File: src/design/bstk_pkg.sv
// ============================================================================
// bstk_pkg
// Shared types, operation codes and status codes of the bounded stack block.
// ============================================================================
package bstk_pkg;

    localparam int BSTK_DEPTH = 8;
    localparam int KIND_W     = 3;
    localparam int DATA_W     = 32;
    localparam int STATUS_W   = 2;
    localparam int POS_W      = 7;

    // operation codes
    localparam logic [KIND_W-1:0] KIND_PUSH   = 3'd0;
    localparam logic [KIND_W-1:0] KIND_POP    = 3'd1;
    localparam logic [KIND_W-1:0] KIND_PEEK   = 3'd2;
    localparam logic [KIND_W-1:0] KIND_SEARCH = 3'd3;
    localparam logic [KIND_W-1:0] KIND_MIN    = 3'd4;
    localparam logic [KIND_W-1:0] KIND_MAX    = 3'd5;

    // status codes
    localparam logic [STATUS_W-1:0] ST_OK        = 2'd0;
    localparam logic [STATUS_W-1:0] ST_OVERFLOW  = 2'd1;
    localparam logic [STATUS_W-1:0] ST_EMPTY     = 2'd2;
    localparam logic [STATUS_W-1:0] ST_NOT_FOUND = 2'd3;

    typedef enum logic [1:0] {
        SEQ_IDLE,
        SEQ_READ,
        SEQ_SCAN,
        SEQ_RESP
    } seq_state_t;

    typedef struct packed {
        logic [STATUS_W-1:0]      status;
        logic signed [DATA_W-1:0] value;
        logic [POS_W-1:0]         pos;
        logic                     last;
    } res_t;

    // one result beat handed from the sequencer to the output stage
    typedef struct packed {
        logic valid;
        res_t res;
    } emit_t;

endpackage

File: src/design/bstk_ram.sv
// ============================================================================
// bstk_ram
// Generic single-write, single-read RAM with registered read data.
// ============================================================================
module bstk_ram #(
    parameter int WIDTH = 32,
    parameter int DEPTH = 8
) (
    input  logic                     aclk,
    input  logic                     wr_en,
    input  logic [$clog2(DEPTH)-1:0] wr_addr,
    input  logic [WIDTH-1:0]         wr_data,
    input  logic                     rd_en,
    input  logic [$clog2(DEPTH)-1:0] rd_addr,
    output logic [WIDTH-1:0]         rd_data
);

    logic [WIDTH-1:0] mem [DEPTH];

    always_ff @(posedge aclk) begin
        if (wr_en) begin
            mem[wr_addr] <= wr_data;
        end
        // hold read data when not enabled
        if (rd_en) begin
            rd_data <= mem[rd_addr];
        end
    end

endmodule

File: src/design/bstk_cmp.sv
// ============================================================================
// bstk_cmp
// Shared word comparator: equality and signed less-than.
// ============================================================================
module bstk_cmp
    import bstk_pkg::*;
(
    input  logic signed [DATA_W-1:0] a,
    input  logic signed [DATA_W-1:0] b,
    output logic                     eq,
    output logic                     lt
);

    assign eq = (a == b);
    assign lt = (a < b);

endmodule

File: src/design/bstk_seq.sv
// ============================================================================
// bstk_seq
// Sequencer: decodes one operation, drives the entry RAM and the shared comparator, scans
// occupied entries one per cycle unless a search match stalls, and issues result beats.
// ============================================================================
module bstk_seq
    import bstk_pkg::*;
#(
    parameter int DEPTH = BSTK_DEPTH
) (
    input  logic                     aclk,
    input  logic                     aresetn,
    // input channel
    input  logic                     in_valid,
    output logic                     in_ready,
    input  logic [KIND_W-1:0]        in_kind,
    input  logic signed [DATA_W-1:0] in_operand,
    // entry RAM
    output logic                     ram_wr_en,
    output logic [$clog2(DEPTH)-1:0] ram_wr_addr,
    output logic [DATA_W-1:0]        ram_wr_data,
    output logic                     ram_rd_en,
    output logic [$clog2(DEPTH)-1:0] ram_rd_addr,
    input  logic [DATA_W-1:0]        ram_rd_data,
    // shared comparator
    output logic signed [DATA_W-1:0] cmp_a,
    output logic signed [DATA_W-1:0] cmp_b,
    input  logic                     cmp_eq,
    input  logic                     cmp_lt,
    // output stage
    input  logic                     out_free,
    output emit_t                    emit
);

    localparam int ADDR_W = $clog2(DEPTH);
    localparam int CNT_W  = $clog2(DEPTH + 1);

    seq_state_t               state_reg,    state_next;
    logic [CNT_W-1:0]         fill_reg,     fill_next;
    logic [ADDR_W-1:0]        idx_reg,      idx_next;
    logic [KIND_W-1:0]        kind_reg,     kind_next;
    logic signed [DATA_W-1:0] operand_reg,  operand_next;
    logic signed [DATA_W-1:0] best_reg,     best_next;
    logic                     found_reg,    found_next;
    logic [POS_W-1:0]         pend_pos_reg, pend_pos_next;
    res_t                     res_reg,      res_next;

    logic [CNT_W-1:0]         fill_m1;
    logic [ADDR_W-1:0]        top_addr;
    logic                     is_last;
    logic                     is_search;
    logic                     match;
    logic                     take;
    logic                     stall;
    logic [POS_W-1:0]         idx_pos;
    logic signed [DATA_W-1:0] new_best;

    assign fill_m1   = fill_reg - CNT_W'(1);
    assign top_addr  = ADDR_W'(fill_m1);
    assign is_last   = (idx_reg == top_addr);
    assign is_search = (kind_reg == KIND_SEARCH);
    assign idx_pos   = POS_W'(idx_reg) + POS_W'(1);

    assign cmp_a = ram_rd_data;
    assign cmp_b = is_search ? operand_reg : best_reg;

    assign match    = cmp_eq;
    assign take     = (idx_reg == '0) ||
                      ((kind_reg == KIND_MIN) ? cmp_lt : (!cmp_lt && !cmp_eq));
    assign new_best = take ? $signed(ram_rd_data) : best_reg;
    // a second match pushes out the held one, which needs a free output slot
    assign stall    = match && found_reg && !out_free;

    assign in_ready = (state_reg == SEQ_IDLE);

    always_ff @(posedge aclk) begin
        if (!aresetn) begin
            state_reg <= SEQ_IDLE;
            fill_reg  <= '0;
        end else begin
            state_reg <= state_next;
            fill_reg  <= fill_next;
        end
        idx_reg      <= idx_next;
        kind_reg     <= kind_next;
        operand_reg  <= operand_next;
        best_reg     <= best_next;
        found_reg    <= found_next;
        pend_pos_reg <= pend_pos_next;
        res_reg      <= res_next;
    end

    always_comb begin
        state_next    = state_reg;
        fill_next     = fill_reg;
        idx_next      = idx_reg;
        kind_next     = kind_reg;
        operand_next  = operand_reg;
        best_next     = best_reg;
        found_next    = found_reg;
        pend_pos_next = pend_pos_reg;
        res_next      = res_reg;
        ram_wr_en     = 1'b0;
        ram_wr_addr   = ADDR_W'(fill_reg);
        ram_wr_data   = in_operand;
        ram_rd_en     = 1'b0;
        ram_rd_addr   = '0;
        emit          = '0;

        case (state_reg)
            SEQ_IDLE: begin
                if (in_valid) begin
                    kind_next    = in_kind;
                    operand_next = in_operand;
                    idx_next     = '0;
                    found_next   = 1'b0;
                    res_next     = '{status: ST_OK, value: '0, pos: '0, last: 1'b1};
                    case (in_kind)
                        KIND_PUSH: begin
                            if (fill_reg == CNT_W'(DEPTH)) begin
                                res_next.status = ST_OVERFLOW;
                            end else begin
                                ram_wr_en      = 1'b1;
                                fill_next      = fill_reg + CNT_W'(1);
                                res_next.value = in_operand;
                                res_next.pos   = POS_W'(fill_reg) + POS_W'(1);
                            end
                            state_next = SEQ_RESP;
                        end
                        KIND_POP, KIND_PEEK: begin
                            if (fill_reg == '0) begin
                                res_next.status = ST_EMPTY;
                                state_next      = SEQ_RESP;
                            end else begin
                                ram_rd_en    = 1'b1;
                                ram_rd_addr  = top_addr;
                                res_next.pos = POS_W'(fill_reg);
                                if (in_kind == KIND_POP) begin
                                    fill_next = fill_m1;
                                end
                                state_next = SEQ_READ;
                            end
                        end
                        KIND_SEARCH, KIND_MIN, KIND_MAX: begin
                            if (fill_reg == '0) begin
                                res_next.status = (in_kind == KIND_SEARCH) ?
                                                  ST_NOT_FOUND : ST_EMPTY;
                                state_next      = SEQ_RESP;
                            end else begin
                                ram_rd_en   = 1'b1;
                                ram_rd_addr = '0;
                                state_next  = SEQ_SCAN;
                            end
                        end
                        default: begin
                            // unused code: drop it
                            state_next = SEQ_IDLE;
                        end
                    endcase
                end
            end

            SEQ_READ: begin
                res_next.value = ram_rd_data;
                state_next     = SEQ_RESP;
            end

            SEQ_SCAN: begin
                if (is_search) begin
                    if (!stall) begin
                        if (match && found_reg) begin
                            emit.valid = 1'b1;
                            emit.res   = '{status: ST_OK, value: operand_reg,
                                           pos: pend_pos_reg, last: 1'b0};
                        end
                        if (match) begin
                            found_next    = 1'b1;
                            pend_pos_next = idx_pos;
                        end
                        if (is_last) begin
                            if (match) begin
                                res_next = '{status: ST_OK, value: operand_reg,
                                             pos: idx_pos, last: 1'b1};
                            end else if (found_reg) begin
                                res_next = '{status: ST_OK, value: operand_reg,
                                             pos: pend_pos_reg, last: 1'b1};
                            end else begin
                                res_next = '{status: ST_NOT_FOUND, value: '0,
                                             pos: '0, last: 1'b1};
                            end
                            state_next = SEQ_RESP;
                        end else begin
                            idx_next    = idx_reg + ADDR_W'(1);
                            ram_rd_en   = 1'b1;
                            ram_rd_addr = idx_reg + ADDR_W'(1);
                        end
                    end
                end else begin
                    best_next = new_best;
                    if (is_last) begin
                        res_next   = '{status: ST_OK, value: new_best, pos: '0, last: 1'b1};
                        state_next = SEQ_RESP;
                    end else begin
                        idx_next    = idx_reg + ADDR_W'(1);
                        ram_rd_en   = 1'b1;
                        ram_rd_addr = idx_reg + ADDR_W'(1);
                    end
                end
            end

            SEQ_RESP: begin
                if (out_free) begin
                    emit.valid = 1'b1;
                    emit.res   = res_reg;
                    state_next = SEQ_IDLE;
                end
            end

            default: begin
                state_next = SEQ_IDLE;
            end
        endcase
    end

endmodule

File: src/design/bounded_stack_with_search_min_max.sv
// ============================================================================
// bounded_stack_with_search_min_max
// Fixed-depth LIFO of signed 32-bit words with push, pop, peek, search,
// minimum and maximum operations.
// ============================================================================
//
//   channel   dir   handshake           payload
//   -------   ---   -----------------   -----------------------------------------
//   s_        in    s_valid / s_ready   s_kind, s_operand_value
//   m_        out   m_valid / m_ready   m_status, m_result_value, m_position,
//                                       m_last_result
//
// Push writes the entry RAM, then responds; pop and peek read the top entry
// first; search, min and max scan one entry per cycle from the single read
// port of the entry RAM through the shared comparator. Each extra search match
// adds a beat and may hold the scan; back-pressure on m_ stalls responses.
// Reset (aresetn low, synchronous) empties the stack and the output register;
// the entry RAM is not cleared, as only entries below the fill count are read.
// s_ready is high only while the sequencer is idle; one result beat may still
// wait in the output register while the next operation is taken.
//
module bounded_stack_with_search_min_max
    import bstk_pkg::*;
#(
    parameter int DEPTH = BSTK_DEPTH
) (
    input  logic                       aclk,
    input  logic                       aresetn,
    // operation beats
    input  logic                       s_valid,
    output logic                       s_ready,
    input  logic [KIND_W-1:0]          s_kind,
    input  logic signed [DATA_W-1:0]   s_operand_value,
    // result beats
    output logic                       m_valid,
    input  logic                       m_ready,
    output logic [STATUS_W-1:0]        m_status,
    output logic signed [DATA_W-1:0]   m_result_value,
    output logic [POS_W-1:0]           m_position,
    output logic                       m_last_result
);

    localparam int ADDR_W = $clog2(DEPTH);

    logic                     ram_wr_en;
    logic [ADDR_W-1:0]        ram_wr_addr;
    logic [DATA_W-1:0]        ram_wr_data;
    logic                     ram_rd_en;
    logic [ADDR_W-1:0]        ram_rd_addr;
    logic [DATA_W-1:0]        ram_rd_data;
    logic signed [DATA_W-1:0] cmp_a;
    logic signed [DATA_W-1:0] cmp_b;
    logic                     cmp_eq;
    logic                     cmp_lt;
    logic                     out_free;
    emit_t                    emit;

    logic                     m_valid_reg, m_valid_next;
    res_t                     m_res_reg,   m_res_next;

    // sequencer: decode, scan and issue result beats
    bstk_seq #(
        .DEPTH (DEPTH)
    ) u_seq (
        .aclk        (aclk),
        .aresetn     (aresetn),
        .in_valid    (s_valid),
        .in_ready    (s_ready),
        .in_kind     (s_kind),
        .in_operand  (s_operand_value),
        .ram_wr_en   (ram_wr_en),
        .ram_wr_addr (ram_wr_addr),
        .ram_wr_data (ram_wr_data),
        .ram_rd_en   (ram_rd_en),
        .ram_rd_addr (ram_rd_addr),
        .ram_rd_data (ram_rd_data),
        .cmp_a       (cmp_a),
        .cmp_b       (cmp_b),
        .cmp_eq      (cmp_eq),
        .cmp_lt      (cmp_lt),
        .out_free    (out_free),
        .emit        (emit)
    );

    // stack entries
    bstk_ram #(
        .WIDTH (DATA_W),
        .DEPTH (DEPTH)
    ) u_ram (
        .aclk    (aclk),
        .wr_en   (ram_wr_en),
        .wr_addr (ram_wr_addr),
        .wr_data (ram_wr_data),
        .rd_en   (ram_rd_en),
        .rd_addr (ram_rd_addr),
        .rd_data (ram_rd_data)
    );

    // one comparator serves search equality and min/max ordering
    bstk_cmp u_cmp (
        .a  (cmp_a),
        .b  (cmp_b),
        .eq (cmp_eq),
        .lt (cmp_lt)
    );

    // output register: free when empty or being taken this cycle
    assign out_free = !m_valid_reg || m_ready;

    always_comb begin
        m_valid_next = m_valid_reg;
        m_res_next   = m_res_reg;
        if (emit.valid) begin
            // load a new beat; the sequencer only offers one when out_free
            m_valid_next = 1'b1;
            m_res_next   = emit.res;
        end else if (m_ready) begin
            // drop the beat just taken
            m_valid_next = 1'b0;
        end
    end

    always_ff @(posedge aclk) begin
        if (!aresetn) begin
            m_valid_reg <= 1'b0;
        end else begin
            m_valid_reg <= m_valid_next;
        end
        m_res_reg <= m_res_next;
    end

    assign m_valid        = m_valid_reg;
    assign m_status       = m_res_reg.status;
    assign m_result_value = m_res_reg.value;
    assign m_position     = m_res_reg.pos;
    assign m_last_result  = m_res_reg.last;

endmodule

File: config.mk
export PLATFORM = sky130hd
export DESIGN_NAME = bounded_stack_with_search_min_max
export DESIGN_NICKNAME = d
export VERILOG_FILES = /design/src/design/bstk_pkg.sv /design/src/design/bstk_ram.sv /design/src/design/bstk_cmp.sv /design/src/design/bstk_seq.sv /design/src/design/bounded_stack_with_search_min_max.sv
export SDC_FILE = /design/constraint.sdc
export NUM_CORES = 1
export LEC_CHECK = 0
export BUFFER_PORTS_ARGS = -buffer_cell sky130_fd_sc_hd__buf_2
export CAP_MARGIN = 20
export CORE_ASPECT_RATIO = 0.8
export CORE_MARGIN = 1
export CORE_UTILIZATION = 58
export CTS_BUF_LIST = sky130_fd_sc_hd__clkbuf_8
export DETAILED_ROUTE_END_ITERATION = 12
export PLACE_DENSITY = 0.85
export SKIP_LAST_GASP = 1
export SLEW_MARGIN = 20
export SYNTH_ARGS = -nofsm -noshare
export SYNTH_HDL_FRONTEND = slang
export SYNTH_SLANG_ARGS = --single-unit
File: constraint.sdc
create_clock -name aclk -period 4.3 [get_ports aclk]
set_input_delay 0 -clock aclk [delete_from_list [all_inputs] [get_ports aclk]]
set_output_delay 0 -clock aclk [all_outputs]
set_load 0.01 [all_outputs]
Word level (Yosys, flattened, before mapping)
Memories as Yosys holds them, arrays and structs flattened. A register that Yosys moved wholly into a read port is not among the register bits.
Cells that the tools add are included.
{"block": "totals", "register_bits": 169, "ramBits": 256, "inputBits": 39, "out_inout_bits": 44, "word_cells": 150, "mem_count": 1}
{"block": "classes", "add_sub_neg": 5, "order_cmp": 1, "n_eq_ne": 23, "mux": 72, "n_bitwise": 2, "n_reduce_logical": 29}
{"memory": "u_ram.mem", "words": 8, "word_bits": 32, "read_ports": 1, "rd_clocked_by_memory_dff": 1, "write_ports": 1, "line": "bstk_ram.sv:18", "source": "logic [WIDTH-1:0] mem [DEPTH];"}
{"op": "42-bit two-way mux", "count": 7}
{"op": "43-bit two-way mux", "count": 4}
{"op": "32-bit two-way mux", "count": 3}
{"op": "32-bit one-hot mux with 3 select lines", "count": 1}
{"op": "43-bit one-hot mux with 2 select lines", "count": 1}
{"op": "39-bit two-way mux", "count": 1}
{"op": "32-bit equality test", "count": 1}
{"op": "32-bit less-than comparator", "count": 1}
{"op": "3-bit two-way mux", "count": 10}
{"op": "1-bit two-way mux", "count": 22}
{"op": "2-bit two-way mux", "count": 8}
{"op": "4-bit two-way mux", "count": 4}
{"op": "8-bit one-hot mux with 2 select lines", "count": 1}
{"op": "7-bit one-hot mux with 2 select lines", "count": 1}
{"op": "2-bit one-hot mux with 3 select lines", "count": 2}
{"op": "3-bit one-hot mux with 2 select lines", "count": 2}
{"op": "4-bit AND reduction", "count": 3}
{"op": "2-bit by 1-bit inequality test with 1-bit output, second input constant", "count": 5}
{"op": "3-bit by 2-bit equality test with 1-bit output, second input constant", "count": 3}
{"op": "3-bit equality test, second input constant", "count": 3}
{"op": "2-bit inequality test, second input constant", "count": 4}
{"op": "2-bit one-hot mux with 4 select lines", "count": 1}
{"op": "4-bit one-hot mux with 2 select lines", "count": 1}
{"op": "3-bit logical NOT", "count": 2}
{"op": "other kinds (28)", "count": 41}

Longest topological paths before layout
{"block": "logic_depth", "depth_word": 11, "ltp_mapped": 17, "depth_no_buf": 13}

Cells and area by module
From an unflattened synthesis, not the netlist that was laid out.
{"block": "unflattened", "cells_unflattened": 1293, "hier_area_um2": 20417.1}
{"mod": "bstk_ram", "instances": 1, "cells_per_inst": 415, "area_each_um2": 10786.6}
{"mod": "bstk_seq", "instances": 1, "cells_per_inst": 719, "area_each_um2": 7499.7}
{"mod": "bounded_stack_with_search_min_max", "instances": 1, "cells_per_inst": 46, "area_each_um2": 1310.0}
{"mod": "bstk_cmp", "instances": 1, "cells_per_inst": 113, "area_each_um2": 820.8}

Least setup slack after synthesis
Ideal clock, no wire load.
{"block": "synth_path", "path_kind": "register to register", "startpoint": "register u_seq.state_reg[0]", "endpoint": "memory u_ram.mem[0][0] (enable)", "setup_time_ns": 0.461, "arrival_ns": 4.063, "path_slack_ns": -0.224, "path_stages_with_launch": 7, "n_path_buf": 0, "period_less_slack_ns": 4.524, "cell_sequence": "dfxtp_1 > inv_1 > ha_1 > nand2_1 > inv_1 > nand3_1 > nor3_1"}
{"block": "synth_between", "elab_chain_cells": 4}
{"item": "start: declaration", "line": "bstk_seq.sv:38", "source": "seq_state_t state_reg, state_next;"}
{"item": "start signal: assignment", "line": "bstk_seq.sv:81", "source": "state_reg <= state_next;"}
{"item": "2-bit logical NOT"}
{"item": "via s_ready", "line": "bounded_stack_with_search_min_max.sv:31", "source": "output logic s_ready,"}
{"item": "1-bit two-way mux", "line": "bstk_seq.sv:110", "source": "case (state_reg)"}
{"item": "1-bit two-way mux", "line": "bstk_ram.sv:21", "source": "if (wr_en) begin"}
{"item": "1-bit two-way mux (not written as such)", "line": "bstk_ram.sv:22", "source": "mem[wr_addr] <= wr_data;"}
{"item": "end: declaration", "line": "bstk_ram.sv:18"}
The timed path passes the listed nets, and every way through them passes these cells.

Worst setup path in the final report
{"block": "layout_path", "startpoint": "register u_seq.kind_reg[1]", "endpoint": "register u_ram.rd_data[5], read port of u_ram.mem, data pin"}
{"block": "layout_between", "elab_chain_cells": 8, "word_cells_on_any_way": 11, "classes_between": "eq/ne (2); mux (7); reduce/logical (2)"}
{"item": "start: declaration", "line": "bstk_seq.sv:41", "source": "logic [KIND_W-1:0] kind_reg, kind_next;"}
{"item": "start signal: assignment", "line": "bstk_seq.sv:85", "source": "kind_reg <= kind_next;"}
{"item": "3-bit by 2-bit equality test with 1-bit output (*)", "line": "bstk_seq.sv:61", "source": "assign is_search = (kind_reg == KIND_SEARCH);"}
{"item": "32-bit two-way mux", "line": "bstk_seq.sv:65", "source": "assign cmp_b = is_search ? operand_reg : best_reg;"}
{"item": "32-bit equality test", "line": "bstk_cmp.sv:14", "source": "assign eq = (a == b);"}
{"item": "1-bit logical AND (2 in series)", "line": "bstk_seq.sv:72", "source": "assign stall = match && found_reg && !out_free;"}
{"item": "3-bit two-way mux or 1-bit two-way mux (tied branches)", "line": "bstk_seq.sv:170", "source": "if (!stall) begin"}
{"item": "3-bit two-way mux or 1-bit two-way mux (tied branches)", "line": "bstk_seq.sv:169", "source": "if (is_search) begin"}
{"item": "3-bit one-hot mux with 2 select lines or 1-bit one-hot mux with 2 select lines (tied branches)", "line": "bstk_seq.sv:110"}
{"item": "end: declaration", "line": "bstk_ram.sv:15", "source": "output logic [WIDTH-1:0] rd_data"}
Every way passes the cells marked *; elsewhere a longest branch is shown, timed or not.
A chain may end at the register's enable or synchronous reset.

==> run_results.csv <==
group,metric,value,unit
run_status,status,"completed",
critical_path,worstRegToRegCells,15,
floorplanning,dieHeight,174,um
floorplanning,die_x,217,um
floorplanning,core,36100,um2
clock_network,clk_pin_slew_worst_paths,0.06,ns
clock_network,cts-root-buf,"clkbuf_8",
grt,grt_max_degree,65,
yosys,muxShareOfSynthArea,0.154,
clock_network,clock_sinks,449,
yosys,avgSynthCellArea,13.8,um2
yosys,yosysTopAreaCell,"edfxtp_1",
floorplanning,ios,83,
yosys,synth_top_family_by_area,"multiplexers",
critical_path,critPathKind,"flop to flop",
placed_design,place_hpwl,31600,um
yosys,yosysSeqAreaShare,0.628,
timing,fmax,237,MHz
power,p_leak,9.90,nW
worst_hold_path,holdPathStages,5,
yosys,synth_ff_type,"edfxtp_1",
critical_path,end_kind,"flop",
critical_path,rr_endpoint,"u_ram.rd_data[5]$_DFFE_PP_",
floorplanning,die-area,37600,um2
timing,finalClockSkew,0.0244,ns
finish,largest_register_ffs,256,
floorplanning,initial_core_util,0.592,
worst_hold_path,hold_start,"m_ready",
timing,finalHoldViolations,0,
drt,first_iter_violations,1782,
clock_network,cts_tree,"yes",
finish,areaGrowthSynthToFinish,14.2,%
grt,grt_pass1_wl,78500,um
critical_path,crit_cells,15,
timing,hold_ws,0.0937,ns
critical_path,rrSetupSlack,0.08,ns
yosys,ys_top_cells_by_area,"edfxtp_1 (62%), mux2i_1 (12%), nand2_1 (3.3%)",
critical_path,path_cells,"nand2_1 -> or2_4 -> buf_12 -> mux2i_1 -> ha_1 -> nand4_1 -> or4_4 -> or3_4 -> nand2b_4 -> a32oi_4 -> buf_12 -> buf_4 -> mux2i_1 -> mux2i_1 -> mux2_2",
drt,post_drt_via_cell_ratio,6.30,
finish,final_area,24400,um2
yosys,synth_compound_area_frac,0.0842,
critical_path,crit_top_cell,"mux2i_1",
critical_path,rr_startpoint,"u_seq.kind_reg[1]$_DFFE_PP_",
yosys,synthSimpleGateAreaFrac,0.0730,
drt,firstDrtPassIters,7,
yosys,synth_edf_count,442,
placed_design,gp_congestion,0.902,
drt,wire_per_inst,22.8,um
clock_network,clockBufferDepth,3,
timing,slew_violations,0,
yosys,synthAdderAreaFrac,0.0246,
finish,drive_gt1_frac,0.196,
worst_hold_path,hold_path_class,"input pin to flop",
yosys,synth_warnings,0,
timing,setup_tns,0,ns
grt,grt-ovfl-total,0,
critical_path,cp_slowest_cell,"or4_4",
critical_path,critPathTopFamily,"simple AND/OR/NAND/NOR gates",
grt,first_global_vias,14000,
job,max_cap_viol_count,0,
timing,fin_crit,4.22,ns
drt,drcViolationCount,0,
drt,wirelength,51300,um
critical_path,path_buf_inv,3,
power,power_density,659,nW/um2
yosys,ys_ff_latch,449,
finish,final_util,0.676,
grt,grt_usage,0.272,
timing,setup_viol,0,
finish,fin_nets,1801,
drt,final_antenna_net_count,0,
placed_design,dpl_cell_area,22600,um2
finish,diodes,0,
yosys,netlist-cell-type-count,60,
yosys,async_flop_share,0,
clock_network,cts_buffers,70,
power,ir_drop,0.399,mV
critical_path,cp.required,4.65,ns
yosys,synth_area,21400,um2
yosys,synthXorXnorAreaFrac,0.00328,
clock_network,clk_latency,0.62,ns
worst_hold_path,hold_end,"u_seq.state_reg[1]$_SDFFE_PN0P_",
yosys,synthCells,1554,
grt,antenna_found_initial,0,
critical_path,slowest_delay,0.51,ns
finish,nFillCells,2464,
critical_path,crit_fanout,14,
critical_path,worstPathArrival,4.57,ns
critical_path,start_kind,"flop",
yosys,yosysTopAreaCellShare,0.621,
timing,relSlewSlack,0.390,
clock_network,h-tree-depth,3,
timing,worst_slew_pin_slew,0.892,ns
floorplanning,rows,62,
placed_design,io_buffer_count,80,
timing,fin_crit_sh,0.980,
drt,vias,14200,
Yosys cell counts, drive strengths merged, types with 3 or more instances:
master     n
xnor2      6
o21a      35
buf       30
mux2      63
nor3       7
o22ai      4
and2       4
edfxtp   442
a21oi    120
o2111ai   31
and3       4
nand2b     6
a21o       3
a211oi     4
nor2      37
o211ai     3
nand4     39
nor2b      5
mux2i    259
clkbuf    74
ha        42
nand2    190
o21ai     13
or4        3
inv       15
a22o      37
nand3     41
dfxtp      7
or2        3
area by class of cell:
cell class | instances | area [um2] | share of cell area
Clock buffer | 72 | 991 | 0.0406
Clock inverter | 51 | 264 | 0.0108
Inverter | 15 | 56.3 | 0.00231
Multi-Input combinational cell | 987 | 7440 | 0.305
Sequential cell | 449 | 13400 | 0.550
Tap cell | 480 | 601 | 0.0246
Timing Repair Buffer | 197 | 1640 | 0.0671
worst max-delay path by stage:
| stage | startpoint | to | slack (ns) |
|---|---|---|---|
| CTS | u_seq.kind_reg[0]$_DFFE_PP_ | u_ram.rd_data[27]$_DFFE_PP_ | -0.01 |
| floorplan | u_seq.kind_reg[2]$_DFFE_PP_ | u_ram.rd_data[11]$_DFFE_PP_ | 0.08 |
| global placement | u_seq.kind_reg[2]$_DFFE_PP_ | u_ram.rd_data[18]$_DFFE_PP_ | 0.09 |
| finish | u_seq.kind_reg[1]$_DFFE_PP_ | u_ram.rd_data[5]$_DFFE_PP_ | 0.08 |
| global route | u_seq.kind_reg[1]$_DFFE_PP_ | u_ram.rd_data[19]$_DFFE_PP_ | -0.04 |
| detailed placement | u_seq.kind_reg[2]$_DFFE_PP_ | u_ram.rd_data[7]$_DFFE_PP_ | -0.1 |
stage by stage:
stage                     power [mW]  setup WS, ns  cells
after floorplan                 10.8        0.0827   1555
after global placement          12.2        0.0850   2079
after detailed placement        12.5       -0.0988   2079
after CTS                       15.9      -0.00981   2247
after global routing            16.8       -0.0353   2251
final                           16.1        0.0847   2251
repair_timing:
item                                   4_1_cts  5_1_grt
pin swaps                                    1        5
endpoints found under the hold margin      322        0
gates cloned                                 1        2
setup endpoints to repair                   24       33
buffers inserted                             7        3
hold buffers                                37        0
gates resized for setup                      2       10
where the power goes:
| part | leakage, nW | internal [mW] | switching [mW] | total, mW |
|---|---|---|---|---|
| combinational | 5.04 | 2.74 | 3.81 | 6.55 |
| sequential | 4.13 | 5.79 | 0.458 | 6.25 |
| clock | 0.721 | 1.63 | 1.64 | 3.27 |
cells in the final DEF (no fill, tap or decap), types with 31 or more instances in the layout:
cell,Yosys,routed
a21oi_1,119,119
a22o_1,37,37
buf_2,3,80
buf_4,3,60
clkbuf_8,0,72
dlygate4sd3_1,0,37
edfxtp_1,442,442
ha_1,42,40
inv_1,15,38
mux2_2,63,63
mux2i_1,259,257
nand2_1,190,188
nand3_1,41,41
nand4_1,38,38
o2111ai_1,31,31
o21a_1,35,35
worst reg2reg max path, cell delays in order (launching register included):
cell	delay (ns)
edfxtp_1	0.36
nand2_1	0.09
or2_4	0.28
buf_12	0.17
mux2i_1	0.15
ha_1	0.35
nand4_1	0.12
or4_4	0.51
or3_4	0.39
nand2b_4	0.16
a32oi_4	0.35
buf_12	0.21
buf_4	0.19
mux2i_1	0.25
mux2i_1	0.11
mux2_2	0.28
cell families (layout without fill, tap and decap cells):
group | Yosys count | count (layout)
flip-flops | 449 | 449
AND/OR/NAND/NOR | 344 | 344
multiplexers | 322 | 322
AO/OA/AOI/OAI | 269 | 269
buffers and inverters | 119 | 335
adder cells (fa/ha/maj) | 42 | 42
XOR/XNOR | 8 | 8
other | 1 | 2
metal layers:
| layer | global-route usage | vias up | share of wire |
|---|---|---|---|
| met5 | 0 | - | 0 |
| met4 | 0.124 | 0 | 0.038 |
| met3 | 0.0530 | 141 | 0.098 |
| met2 | 0.416 | 891 | 0.46 |
| met1 | 0.379 | 6815 | 0.41 |
| li1 | - | 6329 | - |
Power figures use the tool's default switching activity.
